`config.mk`:
```
export PLATFORM = sky130hd
export DESIGN_NAME = pi_windowed_integral_antiwindup_core_flat
export DESIGN_NICKNAME = d
export VERILOG_FILES = /design/src/sv/piwa_pkg.sv /design/src/sv/piwa_if.sv /design/src/sv/pi_windowed_integral_antiwindup_core.sv /design/src/sv/piwa_divider.sv /design/src/flat_wrapper.sv
export SDC_FILE = /design/constraint.sdc
export NUM_CORES = 2
export LEC_CHECK = 0
export BUFFER_PORTS_ARGS = -buffer_cell sky130_fd_sc_hd__clkbuf_2
export CAP_MARGIN = 0
export CORE_ASPECT_RATIO = 0.8
export CORE_MARGIN = 3
export CORE_UTILIZATION = 59
export CTS_CLUSTER_SIZE = 16
export DETAILED_ROUTE_END_ITERATION = 16
export PLACE_DENSITY = 0.73
export SETUP_SLACK_MARGIN = 0.3
export SYNTH_ARGS = -nofsm -noshare
export SYNTH_HDL_FRONTEND = slang
export SYNTH_SLANG_ARGS = --single-unit
```
`constraint.sdc`:
```
create_clock -name clk -period 13.35 [get_ports clk]
set_clock_uncertainty 0.15 [all_clocks]
set_input_delay 2.67 -clock clk [delete_from_list [all_inputs] [get_ports clk]]
set_output_delay 2.67 -clock clk [all_outputs]
set_load 0.02 [all_outputs]
```
`src/sv/piwa_pkg.sv`:
```
// Shared widths, register codes and constants of the windowed-integral PI controller.
`timescale 1ns / 1ps
`default_nettype none
package piwa_pkg;

  localparam int REF_W   = 7;
  localparam int COUNT_W = 20;
  localparam int GAIN_W  = 24;
  localparam int ERR_W   = 8;
  localparam int DRIVE_W = 16;
  localparam int CFG_IDX_W  = 2;
  localparam int CFG_DATA_W = 24;

  // Scaled count: count * 100 never exceeds 27 bits.
  localparam int NUM_W = COUNT_W + 7;

  localparam logic [6:0] PERCENT_FULL = 7'd100;

  localparam logic [CFG_IDX_W-1:0] CFG_FULL_SCALE = 2'd0;
  localparam logic [CFG_IDX_W-1:0] CFG_PROP_GAIN  = 2'd1;
  localparam logic [CFG_IDX_W-1:0] CFG_INT_GAIN   = 2'd2;

  localparam logic [COUNT_W-1:0] FULL_SCALE_RST = 20'd1048575;
  localparam logic [GAIN_W-1:0]  PROP_GAIN_RST  = 24'd196608;
  localparam logic [GAIN_W-1:0]  INT_GAIN_RST   = 24'd16777;

  // 100 in Q.24.
  localparam logic [31:0] LIMIT_Q24 = 32'd1677721600;
  localparam logic signed [DRIVE_W-1:0] DRIVE_MAX = 16'sd25600;
  localparam logic signed [DRIVE_W-1:0] DRIVE_MIN = -16'sd25600;

  typedef enum logic [4:0] {
    ST_IDLE = 5'b00001,
    ST_DIV  = 5'b00010,
    ST_ERR  = 5'b00100,
    ST_MULI = 5'b01000,
    ST_EVAL = 5'b10000
  } piwa_state_t;

endpackage
`default_nettype wire

```
`src/sv/piwa_if.sv`:
```
// Valid/ready channel interfaces for controller samples and results.
`timescale 1ns / 1ps
`default_nettype none
interface piwa_in_if;
  import piwa_pkg::*;
  logic               valid;
  logic               ready;
  logic [REF_W-1:0]   reference;
  logic [COUNT_W-1:0] encoder_count;
  modport source (output valid, output reference, output encoder_count, input ready);
  modport sink (input valid, input reference, input encoder_count, output ready);
endinterface

interface piwa_out_if;
  import piwa_pkg::*;
  logic                      valid;
  logic                      ready;
  logic signed [DRIVE_W-1:0] drive;
  logic                      saturated;
  modport source (output valid, output drive, output saturated, input ready);
  modport sink (input valid, input drive, input saturated, output ready);
endinterface
`default_nettype wire

```
`src/sv/pi_windowed_integral_antiwindup_core.sv`:
```
// Top level of the windowed-integral PI position controller with anti-windup.
// A sample transfer yields its result after the bit-serial divider that scales the encoder
//   count, then the error, multiply and evaluation states.
// A new sample is taken only in the idle state, once the previous result has been loaded.
// Reset clears the controller state, the window sum, the write pointer and the ring's
//   per-entry valid bits, so the ring reads as all zero at once; registers return to defaults.
`timescale 1ns / 1ps
`default_nettype none
module pi_windowed_integral_antiwindup_core #(
  parameter int WINDOW_DEPTH = 50
) (
  input  wire logic                            clk,
  input  wire logic                            rst,
  piwa_in_if.sink                              sample,
  piwa_out_if.source                           result,
  input  wire logic                            cfg_we,
  input  wire logic [piwa_pkg::CFG_IDX_W-1:0]  cfg_index,
  input  wire logic [piwa_pkg::CFG_DATA_W-1:0] cfg_data
);
  import piwa_pkg::*;

  // Ring pointer width, and a window sum wide enough for a full ring of extreme errors.
  localparam int IDX_W = (WINDOW_DEPTH > 1) ? $clog2(WINDOW_DEPTH) : 1;
  localparam int SUM_W = IDX_W + ERR_W;
  localparam int P_W   = GAIN_W + 1 + ERR_W;
  localparam int I_W   = GAIN_W + 1 + SUM_W;
  localparam int U_W   = ((P_W + 8 > I_W) ? P_W + 8 : I_W) + 1;

  // Configuration registers, written only while the controller is idle: user rule, unchecked.
  logic [COUNT_W-1:0] full_scale;
  logic [GAIN_W-1:0]  prop_gain;
  logic [GAIN_W-1:0]  int_gain;

  always_ff @(posedge clk) begin
    if (rst) begin
      full_scale <= FULL_SCALE_RST;
      prop_gain  <= PROP_GAIN_RST;
      int_gain   <= INT_GAIN_RST;
    end else if (cfg_we) begin
      case (cfg_index)
        CFG_FULL_SCALE: full_scale <= cfg_data[COUNT_W-1:0];
        CFG_PROP_GAIN:  prop_gain  <= cfg_data[GAIN_W-1:0];
        CFG_INT_GAIN:   int_gain   <= cfg_data[GAIN_W-1:0];
        default: ;
      endcase
    end
  end

  piwa_state_t state;
  piwa_state_t state_next;

  logic sample_xfer;
  logic result_xfer;
  logic out_free;

  assign sample.ready = (state == ST_IDLE);
  assign sample_xfer  = sample.valid && sample.ready;
  assign result_xfer  = result.valid && result.ready;
  // The output register may be reloaded once its previous result has been transferred.
  assign out_free     = !result.valid || result.ready;

  // A full scale of zero behaves as one.
  logic [COUNT_W-1:0] div_den;
  logic [NUM_W-1:0]   div_num;
  logic               div_busy;
  logic               div_done;
  logic [NUM_W-1:0]   div_quot;

  assign div_den = (full_scale == '0) ? COUNT_W'(1) : full_scale;
  assign div_num = NUM_W'(sample.encoder_count) * NUM_W'(PERCENT_FULL);

  piwa_divider u_divider (
    .clk   (clk),
    .rst   (rst),
    .start (sample_xfer),
    .num   (div_num),
    .den   (div_den),
    .busy  (div_busy),
    .done  (div_done),
    .quot  (div_quot)
  );

  // Error ring: a synchronous memory with a registered read. The entry at the write
  // pointer is read when the sample is transferred and rewritten when the result is formed.
  // Each entry has a valid bit that reset clears; an entry never written reads as zero.
  logic signed [ERR_W-1:0] ring [WINDOW_DEPTH];
  logic [WINDOW_DEPTH-1:0] ring_valid;
  logic [IDX_W-1:0]        write_index;
  logic signed [ERR_W-1:0] ring_rd;
  logic                    ring_rd_valid;
  logic                    ring_we;
  logic signed [ERR_W-1:0] ring_wdata;
  logic signed [ERR_W-1:0] old_err;

  always_ff @(posedge clk) begin
    if (sample_xfer) begin
      ring_rd       <= ring[write_index];
      ring_rd_valid <= ring_valid[write_index];
    end
  end

  always_ff @(posedge clk) begin
    if (ring_we) begin
      ring[write_index] <= ring_wdata;
    end
  end

  assign old_err = ring_rd_valid ? ring_rd : '0;

  // Datapath registers.
  logic [REF_W-1:0]        ref_q;
  logic signed [ERR_W-1:0] err;
  logic signed [ERR_W-1:0] err_next;
  logic [6:0]              position;
  logic signed [SUM_W-1:0] window_sum;
  logic signed [P_W-1:0]   prod_p;
  logic signed [I_W-1:0]   prod_i;

  // The position is the quotient saturated at 100 percent. Reference up to 127 minus a
  // position of 0..100 always fits the 8-bit signed error.
  always_comb begin
    if (div_quot > NUM_W'(PERCENT_FULL)) begin
      position = PERCENT_FULL;
    end else begin
      position = div_quot[6:0];
    end
    err_next = ERR_W'($signed({2'b00, ref_q}) - $signed({2'b00, position}));
  end

  // Evaluation: the proportional product is moved from Q.16 to Q.24 and added to the
  // integral product. Outside the strict limits the drive clamps to exactly plus or minus
  // 100; inside, the Q.24 value is cut to Q7.8 by truncation toward zero.
  logic signed [U_W-1:0]     u_sum;
  logic signed [U_W-1:0]     lim_pos;
  logic signed [U_W-1:0]     lim_neg;
  logic signed [U_W-1:0]     u_adj;
  logic                      sat_hi;
  logic                      sat_lo;
  logic                      sat;
  logic signed [DRIVE_W-1:0] drive_next;

  always_comb begin
    u_sum   = (U_W'(prod_p) <<< 8) + U_W'(prod_i);
    lim_pos = U_W'(LIMIT_Q24);
    lim_neg = -lim_pos;
    sat_hi  = (u_sum > lim_pos);
    sat_lo  = (u_sum < lim_neg);
    sat     = sat_hi || sat_lo;
    u_adj   = u_sum + (u_sum[U_W-1] ? U_W'(16'hFFFF) : U_W'(0));
    if (sat_hi) begin
      drive_next = DRIVE_MAX;
    end else if (sat_lo) begin
      drive_next = DRIVE_MIN;
    end else begin
      drive_next = DRIVE_W'(u_adj >>> 16);
    end
  end

  // When the result clamps, the error just stored is dropped from the ring and the sum.
  assign ring_we    = (state == ST_EVAL) && out_free;
  assign ring_wdata = sat ? '0 : err;

  always_comb begin
    state_next = state;
    case (state)
      ST_IDLE: if (sample_xfer) state_next = ST_DIV;
      ST_DIV:  if (div_done)    state_next = ST_ERR;
      ST_ERR:                   state_next = ST_MULI;
      ST_MULI:                  state_next = ST_EVAL;
      ST_EVAL: if (out_free)    state_next = ST_IDLE;
      default:                  state_next = ST_IDLE;
    endcase
  end

  always_ff @(posedge clk) begin
    if (rst) begin
      state        <= ST_IDLE;
      window_sum   <= '0;
      write_index  <= '0;
      ring_valid   <= '0;
      result.valid <= 1'b0;
    end else begin
      state <= state_next;
      if (result_xfer && !ring_we) begin
        result.valid <= 1'b0;
      end
      if (state == ST_ERR) begin
        window_sum <= window_sum - SUM_W'(old_err) + SUM_W'(err);
      end
      if (ring_we) begin
        result.valid            <= 1'b1;
        ring_valid[write_index] <= 1'b1;
        if (sat) begin
          window_sum <= window_sum - SUM_W'(err);
        end
        if (write_index == IDX_W'(WINDOW_DEPTH - 1)) begin
          write_index <= '0;
        end else begin
          write_index <= write_index + 1'b1;
        end
      end
    end
  end

  always_ff @(posedge clk) begin
    if (sample_xfer) begin
      ref_q <= sample.reference;
    end
    if ((state == ST_DIV) && div_done) begin
      err <= err_next;
    end
    if (state == ST_ERR) begin
      prod_p <= P_W'($signed({1'b0, prop_gain}) * err);
    end
    if (state == ST_MULI) begin
      prod_i <= I_W'($signed({1'b0, int_gain}) * window_sum);
    end
    if (ring_we) begin
      result.drive     <= drive_next;
      result.saturated <= sat;
    end
  end

  // A saturated result carries exactly one of the two clamp values.
  a_sat_drive: assert property (@(posedge clk) disable iff (rst)
    (result.valid && result.saturated) |->
      (result.drive == DRIVE_MAX || result.drive == DRIVE_MIN))
    else $error("saturated result without a clamp value");

  // An unsaturated result stays within the clamp range.
  a_drive_range: assert property (@(posedge clk) disable iff (rst)
    (result.valid && !result.saturated) |->
      (result.drive <= DRIVE_MAX && result.drive >= DRIVE_MIN))
    else $error("drive outside the clamp range");

  // The window sum never exceeds what a full ring of extreme errors can hold.
  a_sum_bound: assert property (@(posedge clk) disable iff (rst)
    (int'(window_sum) <= WINDOW_DEPTH * 127) && (int'(window_sum) >= -(WINDOW_DEPTH * 128)))
    else $error("window sum out of range");

  // The controller takes no sample while the divider is still working.
  a_ready_div: assert property (@(posedge clk) disable iff (rst)
    sample.ready |-> !div_busy)
    else $error("sample accepted while the divider is busy");

  // The write pointer advances only when a result is formed.
  a_ptr_step: assert property (@(posedge clk) disable iff (rst)
    !$past(ring_we) |-> $stable(write_index))
    else $error("write pointer moved without a result");

endmodule
`default_nettype wire

```
`src/sv/piwa_divider.sv`:
```
// Restoring divider, one quotient bit per cycle, for the position scaling.
`timescale 1ns / 1ps
`default_nettype none
module piwa_divider (
  input  wire logic                         clk,
  input  wire logic                         rst,
  input  wire logic                         start,
  input  wire logic [piwa_pkg::NUM_W-1:0]   num,
  input  wire logic [piwa_pkg::COUNT_W-1:0] den,
  output logic                              busy,
  output logic                              done,
  output logic [piwa_pkg::NUM_W-1:0]        quot
);
  import piwa_pkg::*;

  localparam int CNT_W = $clog2(NUM_W);

  logic [CNT_W-1:0]   cnt;
  logic [COUNT_W-1:0] rem;
  logic [COUNT_W:0]   rem_sh;
  logic               q_bit;
  logic [COUNT_W-1:0] rem_next;

  // The partial remainder stays below the divisor, so the shifted value fits one extra bit.
  always_comb begin
    rem_sh = {rem, quot[NUM_W-1]};
    q_bit  = (rem_sh >= {1'b0, den});
    if (q_bit) begin
      rem_next = COUNT_W'(rem_sh - {1'b0, den});
    end else begin
      rem_next = rem_sh[COUNT_W-1:0];
    end
  end

  always_ff @(posedge clk) begin
    if (rst) begin
      busy <= 1'b0;
      done <= 1'b0;
      cnt  <= '0;
    end else begin
      done <= 1'b0;
      if (start) begin
        busy <= 1'b1;
        cnt  <= '0;
      end else if (busy) begin
        cnt <= cnt + 1'b1;
        if (cnt == CNT_W'(NUM_W - 1)) begin
          busy <= 1'b0;
          done <= 1'b1;
        end
      end
    end
  end

  // The dividend shifts out at the top while quotient bits enter at the bottom.
  always_ff @(posedge clk) begin
    if (start) begin
      rem  <= '0;
      quot <= num;
    end else if (busy) begin
      rem  <= rem_next;
      quot <= {quot[NUM_W-2:0], q_bit};
    end
  end

endmodule
`default_nettype wire

```
`src/flat_wrapper.sv`:
```
// flat-port wrapper written by rule: the top's interface ports become plain ports
module pi_windowed_integral_antiwindup_core_flat import piwa_pkg::*;
#(
  parameter int WINDOW_DEPTH = 50
)
  (clk, rst, cfg_we, cfg_index, cfg_data, sample_valid, sample_reference, sample_encoder_count, sample_ready, result_valid, result_drive, result_saturated, result_ready);
  piwa_in_if sample_i ();
  piwa_out_if result_i ();
  input  wire logic clk;
  input  wire logic rst;
  input  wire logic cfg_we;
  input  wire logic [piwa_pkg::CFG_IDX_W-1:0] cfg_index;
  input  wire logic [piwa_pkg::CFG_DATA_W-1:0] cfg_data;
  input wire logic [$bits(sample_i.valid)-1:0] sample_valid;
  input wire logic [$bits(sample_i.reference)-1:0] sample_reference;
  input wire logic [$bits(sample_i.encoder_count)-1:0] sample_encoder_count;
  output wire logic [$bits(sample_i.ready)-1:0] sample_ready;
  output wire logic [$bits(result_i.valid)-1:0] result_valid;
  output wire logic [$bits(result_i.drive)-1:0] result_drive;
  output wire logic [$bits(result_i.saturated)-1:0] result_saturated;
  input wire logic [$bits(result_i.ready)-1:0] result_ready;
  assign sample_i.valid = sample_valid;
  assign sample_i.reference = sample_reference;
  assign sample_i.encoder_count = sample_encoder_count;
  assign sample_ready = sample_i.ready;
  assign result_valid = result_i.valid;
  assign result_drive = result_i.drive;
  assign result_saturated = result_i.saturated;
  assign result_i.ready = result_ready;
  pi_windowed_integral_antiwindup_core #(.WINDOW_DEPTH(WINDOW_DEPTH)) u_core (.clk(clk), .rst(rst), .sample(sample_i), .result(result_i), .cfg_we(cfg_we), .cfg_index(cfg_index), .cfg_data(cfg_data));
endmodule
```
Yosys cells after proc, flatten, opt, wreduce, memory -nomap -nowiden:

Memories as Yosys holds them, arrays and structs flattened. A register that Yosys moved wholly into a read port is not among the register bits.
Index checks and enable logic that the tools add are counted.

* word-level logic and storage cells: 105
* input bits: 58
* register bits: 303
* output and inout bits: 19
* memory bits (writable): 400
* memories kept: 1

* add/subtract/negate cells: 9
* bitwise operators: 2
* multiply operators: 3
* reduce and logical (&&, ||, !) cells: 21
* equality and inequality tests: 12
* order comparisons: 6
* muxes and demuxes: 29

Memories
* u_core.ring: depth 50, bits a word 8, read ports 1, clocked after memory_dff 1, write ports 1, RTL line pi_windowed_integral_antiwindup_core.sv:86 `logic signed [ERR_W-1:0] ring [WINDOW_DEPTH];`

Operators with widths (count)
* two-way mux 27 bit: 2
* OR 50 bit: 1
* adder 41 x 39 -> 42 bit: 1
* > comparator 42 x 32 -> 1 bit (second input constant): 1
* less-than comparator 42 x 32 -> 1 bit (second input constant): 1
* two-way mux 14 bit: 3
* two-way mux 20 bit: 2
* multiplier 25 x 14 -> 39 bit: 1
* multiplier 25 x 8 -> 33 bit: 1
* adder 32 bit: 1
* two-way mux 16 bit: 2
* subtractor 14 x 8 -> 14 bit: 2
* > comparator 27 x 7 -> 1 bit (second input constant): 1
* multiplier 20 x 5 -> 25 bit (second input constant): 1
* case mux 5 bit (5 select lines): 1
* greater-or-equal comparator 21 x 20 -> 1 bit: 1
* logical NOT 20 bit: 1
* subtractor 20 bit: 1
* two-way mux 8 bit: 2
* two-way mux 5 bit: 3
* adder 14 x 8 -> 14 bit: 1
* equality test 5 bit (second input constant): 2
* two-way mux 1 bit: 10
* subtractor 7 x 7 -> 8 bit: 1
* other kinds (27): 39

Longest topological paths before layout:

* word-level depth: 7
* mapped depth: 26
* gate-level depth less buffers: 25

By module:

A second synthesis with hierarchy kept.

* cells, all modules: 4920
* area, all modules: 51264.2 sq um

By module, submodules not included
* pi_windowed_integral_antiwindup_core: instances 1, area an instance 47760.8 sq um, sequential area each 18287.5 sq um, cells each 4550
* piwa_divider: instances 1, area an instance 3503.4 sq um, sequential area each 1351.3 sq um, cells each 370

Worst setup path before layout:

No wires, ideal clock.

* path type: input to register
* from: input sample_encoder_count[2]
* to: register u_core.u_divider.quot[25] in the netlist's numbering, data pin
* buffers on the path: 0
* arrival time: 6.466 ns
* stages on the path: 16
* required time: 12.931 ns
* setup slack: 6.465 ns
* setup time: 0.269 ns
* cell sequence: ha_1 -> ha_1 -> inv_1 -> fa_1 -> inv_1 -> ha_1 -> a21o_1 -> a2111oi_0 -> nor3_1 -> a2111oi_0 -> nor3_1 -> o41ai_1 -> a21oi_1 -> a21oi_1 -> xor2_1 -> o21ai_0

* cells in the longest elaborated chain, start to end: 2

RTL lines
* start, declared: RTL line flat_wrapper.sv:16 `input wire logic [$bits(sample_i.encoder_count)-1:0] sample_encoder_count;`
* multiplier 20 x 5 -> 25 bit: RTL line pi_windowed_integral_antiwindup_core.sv:70 `assign div_num = NUM_W'(sample.encoder_count) * NUM_W'(PERCENT_FULL);`
* two-way mux 27 bit: RTL line piwa_divider.sv:57 `if (start) begin`
* end signal, assigned: RTL line piwa_divider.sv:59 `quot <= num;`
* end signal, assigned: RTL line piwa_divider.sv:62 `quot <= {quot[NUM_W-2:0], q_bit};`
* end, declared: RTL line piwa_divider.sv:12 `output logic [piwa_pkg::NUM_W-1:0] quot`

Every way passes these cells.
A chain may end at the register's enable or synchronous reset.

Final worst setup path:

* from: register u_core.window_sum[13]
* to: register u_core.prod_i[37], data pin

* cells in the longest elaborated chain, start to end: 1

RTL lines
* start, declared: RTL line pi_windowed_integral_antiwindup_core.sv:115 `logic signed [SUM_W-1:0] window_sum;`
* start signal, assigned: RTL line pi_windowed_integral_antiwindup_core.sv:188 `window_sum <= window_sum - SUM_W'(old_err) + SUM_W'(err);`
* start signal, assigned: RTL line pi_windowed_integral_antiwindup_core.sv:194 `window_sum <= window_sum - SUM_W'(err);`
* multiplier 25 x 14 -> 39 bit: RTL line pi_windowed_integral_antiwindup_core.sv:216 `prod_i <= I_W'($signed({1'b0, int_gain}) * window_sum);`
* end signal, assigned: RTL line pi_windowed_integral_antiwindup_core.sv:216
* end, declared: RTL line pi_windowed_integral_antiwindup_core.sv:117 `logic signed [I_W-1:0] prod_i;`

Every way passes these cells.

==> results.tsv <==
metric	value	unit
cts.sinks	711	
switching_share	25.6	%
cts_setup_buffers	0	
synthMostInstantiatedCell	inv_1	
cts_resized	0	
fin_crit	7.53	ns
rows	95	
clkPwrFrac	41.1	%
synth_area	0.0508	mm^2
postCtsHoldBufs	0	
firstDrtPassIters	6	
outcome	finished clean	
die_y	269	um
synthFlopType	edfxtp_1	
drtAntennaViolNets	0	
power_switching	1.38	mW
yosys-top-cells-count	657 x inv_1, 538 x edfxtp_1, 483 x nand2_1	
grt_overflow	0	
reg2reg_slack	5.82	ns
clock_path_buffers	3	
finalSetupViolations	0	
path_class	flip-flop to flip-flop	
end_kind	flip-flop	
drive_above_1_share	6.34	%
layout.cells.non_filler	6087	
relSlewSlack	19.4	%
yosysTopAreaCell	edfxtp_1	
power.leakage	23.0	nW
worst-path-max-fanout	17	
drc	0	
wl	123000	um
initial_core_util	60.1	%
worstSkewPairLatency	0.64	ns
power_frac_seq	46.2	%
ys_seq_elements	711	
cts_tree	built	
fin_hold_ws	0.320	ns
core	0.0846	mm^2
cap_violations	0	
die_w	334	um
slew_viol_final	0	
synth_top_area_share	31.8	%
p_int	4.00	mW
track_usage	28.0	%
worst_setup_path_start_kind	flip-flop	
dp_cells	5949	
yosys-top-cells-area	edfxtp_1 32%, fa_1 17%, ha_1 9.2%, dfxtp_1 6.8%, inv_1 4.9%	
area_growth	8.04	%
grt_first_pass_wirelength	198000	um
finalHoldViolations	0	
cts_max_level	3	
synth_edf_count	538	
fin_crit_sh	56.4	%
critPathRequiredTime	13.58	ns
dieArea	0.0897	mm^2
io_pins	77	
wl_per_cell	20.2	um
num_antenna_cells	0	
synth_cells	4917	
fmax	0.133	GHz
power.density	98.0	mW/mm^2
yosys_warnings	0	
async_flop_share	0	%
viasPerCell	5.92	
combPwrFrac	12.6	%
grt_start_max_net_pins	76	
portBuffers	76	
grt_pass1_vias	35886	
clockRootBuffer	clkbuf_16	
final_nets	5768	
place_congestion	0.875	
peakVddDrop	0.000119	V
synth_fp_nets	5775	
rsz0062_at_grt	false	
antenna_found_initial	3	
crit_arrival	7.76	ns
drt_iter0_drc	3284	
max_slew.worst_pin.slew	1.21	ns
postSynthAreaPerCell	10.3	um^2
hpwlAfterDp	88000	um
ys_types	86	
vias	36006	
hold_class	flip-flop to flip-flop	
setup_tns	0	ns
numCtsBuffers	74	
clkTransAtPathRegs	0.06	ns
synth-seq-area-share	38.6	%
[layout by cell type, fill, tap and decap left out, drive strengths merged, types with 21 or more instances in the layout]
cell / instances
nor3: 58
inv: 666
a21oi: 204
a221oi: 30
a211oi: 27
o21a: 21
edfxtp: 538
clkinv: 30
or3: 21
a22oi: 162
a31oi: 31
buf: 53
xor2: 58
o21ai: 139
xnor2: 100
a21o: 49
nand3: 57
fa: 427
o211ai: 32
mux2i: 29
clkbuf: 169
nand2b: 59
dfxtp: 173
nand4: 66
nor2: 346
nand2: 485
and2: 292
ha: 373
and3: 22
a22o: 30
[sequential cells by signal, summed over array words and instances (netlist names), 5 cells and up]
| name | cells |
|---|---|
| u_core.err | 8 |
| u_core.full_scale | 20 |
| u_core.int_gain | 24 |
| u_core.prod_i | 39 |
| u_core.prod_p | 33 |
| u_core.prop_gain | 24 |
| u_core.ref_q | 7 |
| u_core.result.drive | 16 |
| u_core.ring | 400 |
| u_core.ring_rd | 8 |
| u_core.ring_valid | 50 |
| u_core.state | 5 |
| u_core.u_divider.cnt | 5 |
| u_core.u_divider.quot | 27 |
| u_core.u_divider.rem | 20 |
| u_core.window_sum | 14 |
| u_core.write_index | 6 |
[cell type report]
cell class                 count  area [um^2]
inverter                     663         2490
sequential                   711        19600
clock buffer                  94         2070
timing repair buffer         128          773
fill                        6638        29700
clock inverter                44          567
tap                         1115         1400
multi-input combinational   3332        28000
[critical path, cell delays in order, from the launching register on]
cell,delay [ns]
dfxtp_1,0.68
clkinv_1,0.72
fa_1,0.73
inv_1,0.05
fa_1,0.46
fa_1,0.54
fa_1,0.44
fa_1,0.57
inv_1,0.07
fa_1,0.54
inv_1,0.04
ha_1,0.37
nand2_1,0.06
or3_1,0.34
a31oi_1,0.26
a41oi_1,0.28
o311a_1,0.47
nand2_1,0.07
a31oi_1,0.10
o21ai_0,0.23
xor2_1,0.09
[power groups by stage]
| stage | Combinational (mW) | Sequential, mW | Clock [mW] |
|---|---|---|---|
| floorplan | 0.514 | 2.51 | 0 |
| global placement | 0.660 | 2.53 | 0 |
| detailed placement | 0.674 | 2.53 | 0 |
| CTS | 0.678 | 2.49 | 2.23 |
| global route | 0.770 | 2.49 | 2.33 |
| finish | 0.680 | 2.49 | 2.21 |
[through the flow]
step	instance area, um^2	utilization, %	power (mW)	setup slack (ns)
after global routing	54900	64.9	5.59	5.35
after global placement	52300	61.8	3.19	5.81
after floorplan	50800	-	3.02	6.46
after CTS	54900	64.9	5.40	5.85
final	54900	64.9	5.38	5.82
after detailed placement	52300	61.8	3.21	5.65
[routing by layer]
layer	up-vias	global-route usage (%)	wire [um]
met5	-	0	0
met1	17666	41.6	55000
met2	1461	42.7	53000
met3	152	6.36	12900
li1	16727	-	-
met4	0	5.54	2060
[final timing paths]
| check | start | cells past startpoint | endpoint |
|---|---|---|---|
| setup / recovery | u_core.window_sum[13] | 20 | u_core.prod_i[37] |
| hold / removal | u_core.ring_valid[45] | 2 | u_core.ring_valid[45] |
| setup reg to reg | u_core.window_sum[13] | 20 | u_core.prod_i[37] |
| hold reg to reg | u_core.ring_valid[45] | 2 | u_core.ring_valid[45] |
[kinds of logic (layout without fill, tap and decap cells)]
logic type               Yosys count  in the layout  share of synthesized area (%)
multiplexers                      30             30                          0.593
adder cells (fa/ha/maj)          800            800                           26.0
buffers and inverters            874            929                           6.52
XOR/XNOR                         158            158                           2.74
flip-flops                       711            711                           38.6
AO/OA/AOI/OAI                    851            851                           11.3
AND/OR/NAND/NOR                 1493           1493                           14.2
No activity file was read; power rests on OpenSTA's default activity.
